==> src/hdl/lkv_pkg.sv <==
// Shared types and constants for the linear key/value table.
// No dependencies; imported by every module of the block.
package lkv_pkg;

  localparam int TABLE_DEPTH = 16;
  localparam int KEY_BITS    = 32;
  localparam int VALUE_BITS  = 32;
  localparam int IDX_W       = $clog2(TABLE_DEPTH);
  localparam int CNT_W       = $clog2(TABLE_DEPTH + 1);

  localparam logic OP_ADD    = 1'b0;
  localparam logic OP_LOOKUP = 1'b1;

  typedef struct packed {
    logic                  opcode;
    logic [KEY_BITS-1:0]   key;
    logic [VALUE_BITS-1:0] value;
  } lkv_in_t;

  typedef struct packed {
    logic                  found;
    logic [VALUE_BITS-1:0] value_out;
    logic [IDX_W-1:0]      match_index;
    logic [CNT_W-1:0]      entry_count;
    logic                  is_empty;
    logic                  add_rejected;
  } lkv_out_t;

  // Search token handed from cell to cell.
  typedef struct packed {
    logic                  active;
    logic [KEY_BITS-1:0]   key;
    logic                  found;
    logic [VALUE_BITS-1:0] value;
    logic [IDX_W-1:0]      index;
  } lkv_probe_t;

endpackage

==> src/hdl/lkv_cell.sv <==
// One table entry plus one stage of the search chain.
// Depends on lkv_pkg.
module lkv_cell
  import lkv_pkg::*;
(
  input  logic                  clk_i,
  input  logic                  rst_ni,
  input  logic                  wr_en_i,
  input  logic [KEY_BITS-1:0]   wr_key_i,
  input  logic [VALUE_BITS-1:0] wr_value_i,
  input  logic                  occupied_i,
  input  logic [IDX_W-1:0]      cell_idx_i,
  input  lkv_probe_t            probe_i,
  output lkv_probe_t            probe_o
);

  logic [KEY_BITS-1:0]   key_q;
  logic [VALUE_BITS-1:0] value_q;
  lkv_probe_t            probe_d, probe_q;
  logic                  hit;

  always_ff @(posedge clk_i) begin
    if (wr_en_i) begin
      key_q   <= wr_key_i;
      value_q <= wr_value_i;
    end
  end

  // Earlier cells win: a probe already marked found passes through untouched.
  assign hit = probe_i.active && occupied_i && !probe_i.found && (key_q == probe_i.key);

  always_comb begin
    probe_d = probe_i;
    if (hit) begin
      probe_d.found = 1'b1;
      probe_d.value = value_q;
      probe_d.index = cell_idx_i;
    end
  end

  always_ff @(posedge clk_i or negedge rst_ni) begin
    if (!rst_ni) begin
      probe_q <= '0;
    end else begin
      probe_q <= probe_d;
    end
  end

  assign probe_o = probe_q;

endmodule

==> src/hdl/linear_key_value_table_core.sv <==
// Channel | dir | handshake               | payload
// in      | in  | in_valid_i / in_ready_o  | lkv_in_t  in_data_i
// out     | out | out_valid_o / out_ready_i| lkv_out_t out_data_o
//
// Add: the entry is written into the cell at the fill position; a full table drops it.
// Lookup: the probe moves one cell per cycle down the chain.
// One item is in flight at a time; input is taken when idle and the output
//   register is empty or being drained in the same cycle.
// Reset clears the fill count and control; entry contents are left as they are.
// Depends on lkv_pkg and lkv_cell.
module linear_key_value_table_core
  import lkv_pkg::*;
(
  input  logic     clk_i,
  input  logic     rst_ni,
  input  logic     in_valid_i,
  output logic     in_ready_o,
  input  lkv_in_t  in_data_i,
  output logic     out_valid_o,
  input  logic     out_ready_i,
  output lkv_out_t out_data_o
);

  localparam logic ST_IDLE   = 1'b0;
  localparam logic ST_SEARCH = 1'b1;

  logic             state_q, state_d;
  logic [CNT_W-1:0] count_q, count_d;
  logic             out_valid_q, out_valid_d;
  lkv_out_t         out_data_q, out_data_d;
  logic             accept, add_xfer, table_full;
  lkv_probe_t       probe [TABLE_DEPTH+1];

  assign in_ready_o = (state_q == ST_IDLE) && (!out_valid_q || out_ready_i);
  assign accept     = in_valid_i && in_ready_o;
  assign add_xfer   = accept && (in_data_i.opcode == OP_ADD);
  assign table_full = (count_q == CNT_W'(TABLE_DEPTH));

  assign probe[0].active = accept && (in_data_i.opcode == OP_LOOKUP);
  assign probe[0].key    = in_data_i.key;
  assign probe[0].found  = 1'b0;
  assign probe[0].value  = '0;
  assign probe[0].index  = '0;

  for (genvar i = 0; i < TABLE_DEPTH; i++) begin : g_cell
    lkv_cell u_cell (
      .clk_i      (clk_i),
      .rst_ni     (rst_ni),
      .wr_en_i    (add_xfer && !table_full && (count_q[IDX_W-1:0] == IDX_W'(i))),
      .wr_key_i   (in_data_i.key),
      .wr_value_i (in_data_i.value),
      .occupied_i (CNT_W'(i) < count_q),
      .cell_idx_i (IDX_W'(i)),
      .probe_i    (probe[i]),
      .probe_o    (probe[i+1])
    );
  end

  always_comb begin
    state_d     = state_q;
    count_d     = count_q;
    out_valid_d = out_valid_q && !out_ready_i;
    out_data_d  = out_data_q;
    case (state_q)
      ST_IDLE: begin
        if (probe[0].active) begin
          state_d = ST_SEARCH;
        end
      end
      ST_SEARCH: begin
        if (probe[TABLE_DEPTH].active) begin
          state_d = ST_IDLE;
        end
      end
      default: state_d = ST_IDLE;
    endcase
    if (add_xfer && !table_full) begin
      count_d = count_q + CNT_W'(1);
    end
    if (add_xfer) begin
      out_valid_d              = 1'b1;
      out_data_d.found         = 1'b0;
      out_data_d.value_out     = '0;
      out_data_d.match_index   = '0;
      out_data_d.entry_count   = count_d;
      out_data_d.is_empty      = (count_d == '0);
      out_data_d.add_rejected  = table_full;
    end else if (probe[TABLE_DEPTH].active) begin
      out_valid_d              = 1'b1;
      out_data_d.found         = probe[TABLE_DEPTH].found;
      out_data_d.value_out     = probe[TABLE_DEPTH].value;
      out_data_d.match_index   = probe[TABLE_DEPTH].index;
      out_data_d.entry_count   = count_q;
      out_data_d.is_empty      = (count_q == '0);
      out_data_d.add_rejected  = 1'b0;
    end
  end

  always_ff @(posedge clk_i or negedge rst_ni) begin
    if (!rst_ni) begin
      state_q     <= ST_IDLE;
      count_q     <= '0;
      out_valid_q <= 1'b0;
    end else begin
      state_q     <= state_d;
      count_q     <= count_d;
      out_valid_q <= out_valid_d;
    end
  end

  always_ff @(posedge clk_i) begin
    out_data_q <= out_data_d;
  end

  assign out_valid_o = out_valid_q;
  assign out_data_o  = out_data_q;

endmodule

==> config.mk <==
export PLATFORM = sky130hd
export DESIGN_NAME = linear_key_value_table_core
export DESIGN_NICKNAME = d
export VERILOG_FILES = /design/src/hdl/lkv_pkg.sv /design/src/hdl/lkv_cell.sv /design/src/hdl/linear_key_value_table_core.sv
export SDC_FILE = /design/constraint.sdc
export NUM_CORES = 2
export LEC_CHECK = 0
export BUFFER_PORTS_ARGS = -buffer_cell sky130_fd_sc_hd__buf_2
export CAP_MARGIN = 20
export CORE_MARGIN = 5
export CORE_UTILIZATION = 40
export DETAILED_ROUTE_END_ITERATION = 7
export PLACE_DENSITY = 0.52
export SYNTH_ARGS = -nofsm -noshare
export SYNTH_HDL_FRONTEND = slang
export SYNTH_SLANG_ARGS = --single-unit
export TNS_END_PERCENT = 50
==> constraint.sdc <==
create_clock -name clk_i -period 7.56 [get_ports clk_i]
set_input_delay 1.89 -clock clk_i [delete_from_list [all_inputs] [get_ports clk_i]]
set_output_delay 1.89 -clock clk_i [all_outputs]
set_load 0.02 [all_outputs]
==> impl_metrics.toml <==
[clock_tree]
clock_latency_ns = 0.81
post_cts_buffers = 0
cts_sinks = 2148
clockBufferDepth = 3
numCtsBuffers = 212
holdBufCountCts = 0
htreeDepth = 4
clk_pin_slew_ns = 0.06
cts_tree = "done"
cts_resized = 0
cts_root_buffer = "clkbuf_16"

[routing]
drt-total-wl_um = 144000
drt.antenna.violating_nets = 0
wl_per_cell_um = 22.1
drc_errors = 0
route.vias.total = 30080
viasPerCell = 4.61
dr.pass1.iters = 5
drt_iter0_drc = 1759

[synth]
synth.area.top_cells = "edfxtp_1, dfrtp_1, mux2_2, xor2_1, xnor2_1"
ys_types = 50
ys_seq_area_share_pct = 81.4
post_synth_instance_area_um2 = 72100
synth-main-ff-cell = "dfrtp_1"
synth_top_area_share_pct = 42.9
yosysTopAreaCell = "edfxtp_1"
synth_nets = 3744
postSynth.asyncResetShare_pct = 50.3
synth.avg_cell_area_um2 = 19.7
syn-instance-count = 3671
ys_ff_latch = 2148
synth_edf_count = 1031
yosysWarnings = 0

[worst_setup_path]
rr_worst_depth = 6
rrSetupSlack_ns = 4.23
cp_data_required_time_ns = 5.67
start_kind = "input pin"
endpoint_kind = "primary output"
path_class = "in2out"
r2r_end = "g_cell[1].u_cell.probe_o[27]"
crit_path_max_fanout = 4
reg2reg_from = "count_q[3]"
cp.arrival_ns = 2.49

[sta]
finalCriticalPeriod_ns = 4.38
slew_violations = 0
hold_viol_final = 0
slew_headroom_pct = 23.0
fin_skew_ns = 0.0289
worst_pin_slew_ns = 1.15
rsz0062_at_grt = "false"
setup_ws_ns = 3.18
post-route-period-util_pct = 57.9
fmax_mhz = 228
setup_viol_count_final = 0

[floorplanning]
dieArea_um2 = 189000
ioPinCount = 115
die_w_um = 435
die_h_um = 435
core_area_um2 = 179000
core.rowCount = 155
start_util_pct = 40.3

[power]
total_power_uw = 24000
netSwitchingFraction_pct = 21.3
p_leak_uw = 0.0335
clkPwrFrac_pct = 43.0
ir_drop_mv = 0.227
power_frac_comb_pct = 3.7
seqPwrFrac_pct = 53.3
internal_power_uw = 18900
power_switching_uw = 5120
cellPowerDensity_nw_per_um2 = 289

[run_status]
status = "complete, no violations"

[global_routing]
grt_overflow = 0
grt_max_degree = 156
grt_pass1_wl_um = 221000
track_usage_pct = 15.5
antenna_found_initial = 7
grt_pass1_vias = 32882

[hold_path]
min_from = "g_cell[12].u_cell.probe_o[69]"
hold-path-cell-count = 0
hold_end = "g_cell[13].u_cell.probe_o[69]"
hold_path.class = "reg2reg"

[place]
io_buffers = 114
place_inst = 6120
dpl.hpwl_um = 96600
place_ws_ns = 2.82
gp_congestion = 0.819

[finish]
nNetsFinal = 4052
drive_gt1_share_pct = 24.3
syn_to_final_growth_pct = 14.8
regArea_um2 = 58700
n_fill_cell = 15102
finalNonFillerCells = 6528
multi_input_area_um2 = 13100

[job]
drv_cap = 0
==> worst max-delay path: stages <==
cell,delay [ns]
buf_2,0.10
nor2b_1,0.14
buf_4,0.16
nor2_1,0.04
buf_2,0.17
==> per-stage QoR <==
| step | utilization, % | TNS [ns] | instance area (um2) | hold slack, ns |
|---|---|---|---|---|
| global placement | 42.4 | 0 | 75800 | 0.360 |
| global route | 46.3 | 0 | 82800 | 0.384 |
| detailed placement | 42.4 | 0 | 75800 | 0.365 |
| floorplan | - | -89.58 | 72100 | 0.346 |
| finish | 46.3 | 0 | 82800 | 0.374 |
| CTS | 46.3 | 0 | 82800 | 0.374 |
==> sequential cells by signal (all words and copies together), names as in the netlist <==
signal	flops
state_q	1
g_cell.u_cell.probe_o	1073
out_data_o	44
g_cell.u_cell.value_q	512
out_valid_o	1
count_q	5
g_cell.u_cell.key_q	512
==> placed cells by master (no fill, tap or decap), drive strengths merged, types with 4 or more instances in the layout <==
| master | netlist | layout |
|---|---|---|
| dfrtp | 1080 | 1080 |
| edfxtp | 1031 | 1031 |
| mux2 | 480 | 480 |
| xor2 | 395 | 395 |
| clkbuf | 19 | 342 |
| buf | 46 | 159 |
| xnor2 | 124 | 124 |
| nor4 | 104 | 104 |
| nor2 | 50 | 50 |
| clkinv | 0 | 43 |
| nand4 | 42 | 42 |
| and2 | 41 | 41 |
| or2 | 38 | 38 |
| mux2i | 37 | 37 |
| dfxtp | 37 | 37 |
| nand3 | 22 | 22 |
| nor3 | 19 | 19 |
| nor2b | 15 | 15 |
| nand2 | 13 | 13 |
| inv | 5 | 11 |
| nand4b | 9 | 9 |
| and3 | 8 | 8 |
| bufinv | 0 | 8 |
| nor3b | 8 | 8 |
| nand2b | 7 | 7 |
| diode | 0 | 6 |
| o21ai | 6 | 6 |
| nor4b | 6 | 6 |
| a2111oi | 5 | 5 |
| a21oi | 4 | 4 |
| ha | 4 | 4 |
==> kinds of logic after synthesis <==
logic type / count (synthesis) / share of synthesized area (%)
fa+ha+maj: 4 / 0.0694
compound gates: 21 / 0.206
flops: 2148 / 81.4
buf+inv: 70 / 0.579
mux: 517 / 8.00
xor+xnor: 519 / 6.30
simple gates: 392 / 3.44
==> synthesized netlist by cell type, types with 2 or more instances <==
cell type	instances
a2111oi_0	4
a21o_1	2
a21oi_1	4
and2_1	41
and3_1	8
buf_1	2
buf_2	22
buf_4	10
buf_6	12
clkbuf_1	19
dfrtp_1	1080
dfxtp_1	37
edfxtp_1	1031
ha_1	4
inv_1	5
mux2_1	17
mux2_2	463
mux2i_1	37
nand2_1	13
nand2b_1	7
nand3_1	22
nand4_1	42
nand4b_1	9
nand4bb_1	3
nor2_1	48
nor2_2	2
nor2b_1	15
nor3_1	13
nor3_2	4
nor3_4	2
nor3b_1	8
nor4_1	97
nor4_4	7
nor4b_1	5
o21ai_0	6
or2_2	38
or3_1	2
xnor2_1	124
xor2_1	395
==> cell type report <==
class | count | area share [%]
tap | 2355 | 3.56
sequential | 2148 | 70.9
multi-input combinational | 1453 | 15.9
timing repair buffer | 159 | 1.21
clock inverter | 60 | 0.678
inverter | 5 | 0.0227
clock buffer | 342 | 7.73
antenna | 6 | 0.0181
==> layer usage <==
layer | vias to the layer above | wire [um] | track usage, %
li1 | 13840 | - | -
met1 | 15587 | 70400 | 22.8
met2 | 432 | 65800 | 23.6
met3 | 221 | 4340 | 2.57
met4 | 0 | 3950 | 4.82
met5 | - | 0 | 0
==> worst max-delay path by stage <==
stage | slack (ns) | start | to | cells past startpoint
2_1_floorplan | -0.35 | out_ready_i | g_cell[8].u_cell.key_q[0] | 4
3_3_place_gp | 2.22 | in_data_i[64] | g_cell[1].u_cell.value_q[13] | 4
3_5_place_dp | 2.82 | in_data_i[64] | g_cell[1].u_cell.value_q[13] | 5
4_1_cts | 3.16 | out_ready_i | in_ready_o | 5
5_1_grt | 3.14 | out_ready_i | in_ready_o | 5
6_report | 3.18 | out_ready_i | in_ready_o | 5
==> power by group through the flow <==
stage	Clock, uW	Sequential [uW]	Combinational, uW
6_report	10300	12800	888
2_1_floorplan	0	12900	375
5_1_grt	11100	12800	974
3_3_place_gp	0	13000	901
3_5_place_dp	0	13000	908
4_1_cts	10600	12800	912
No activity file was read; power rests on OpenSTA's default activity.
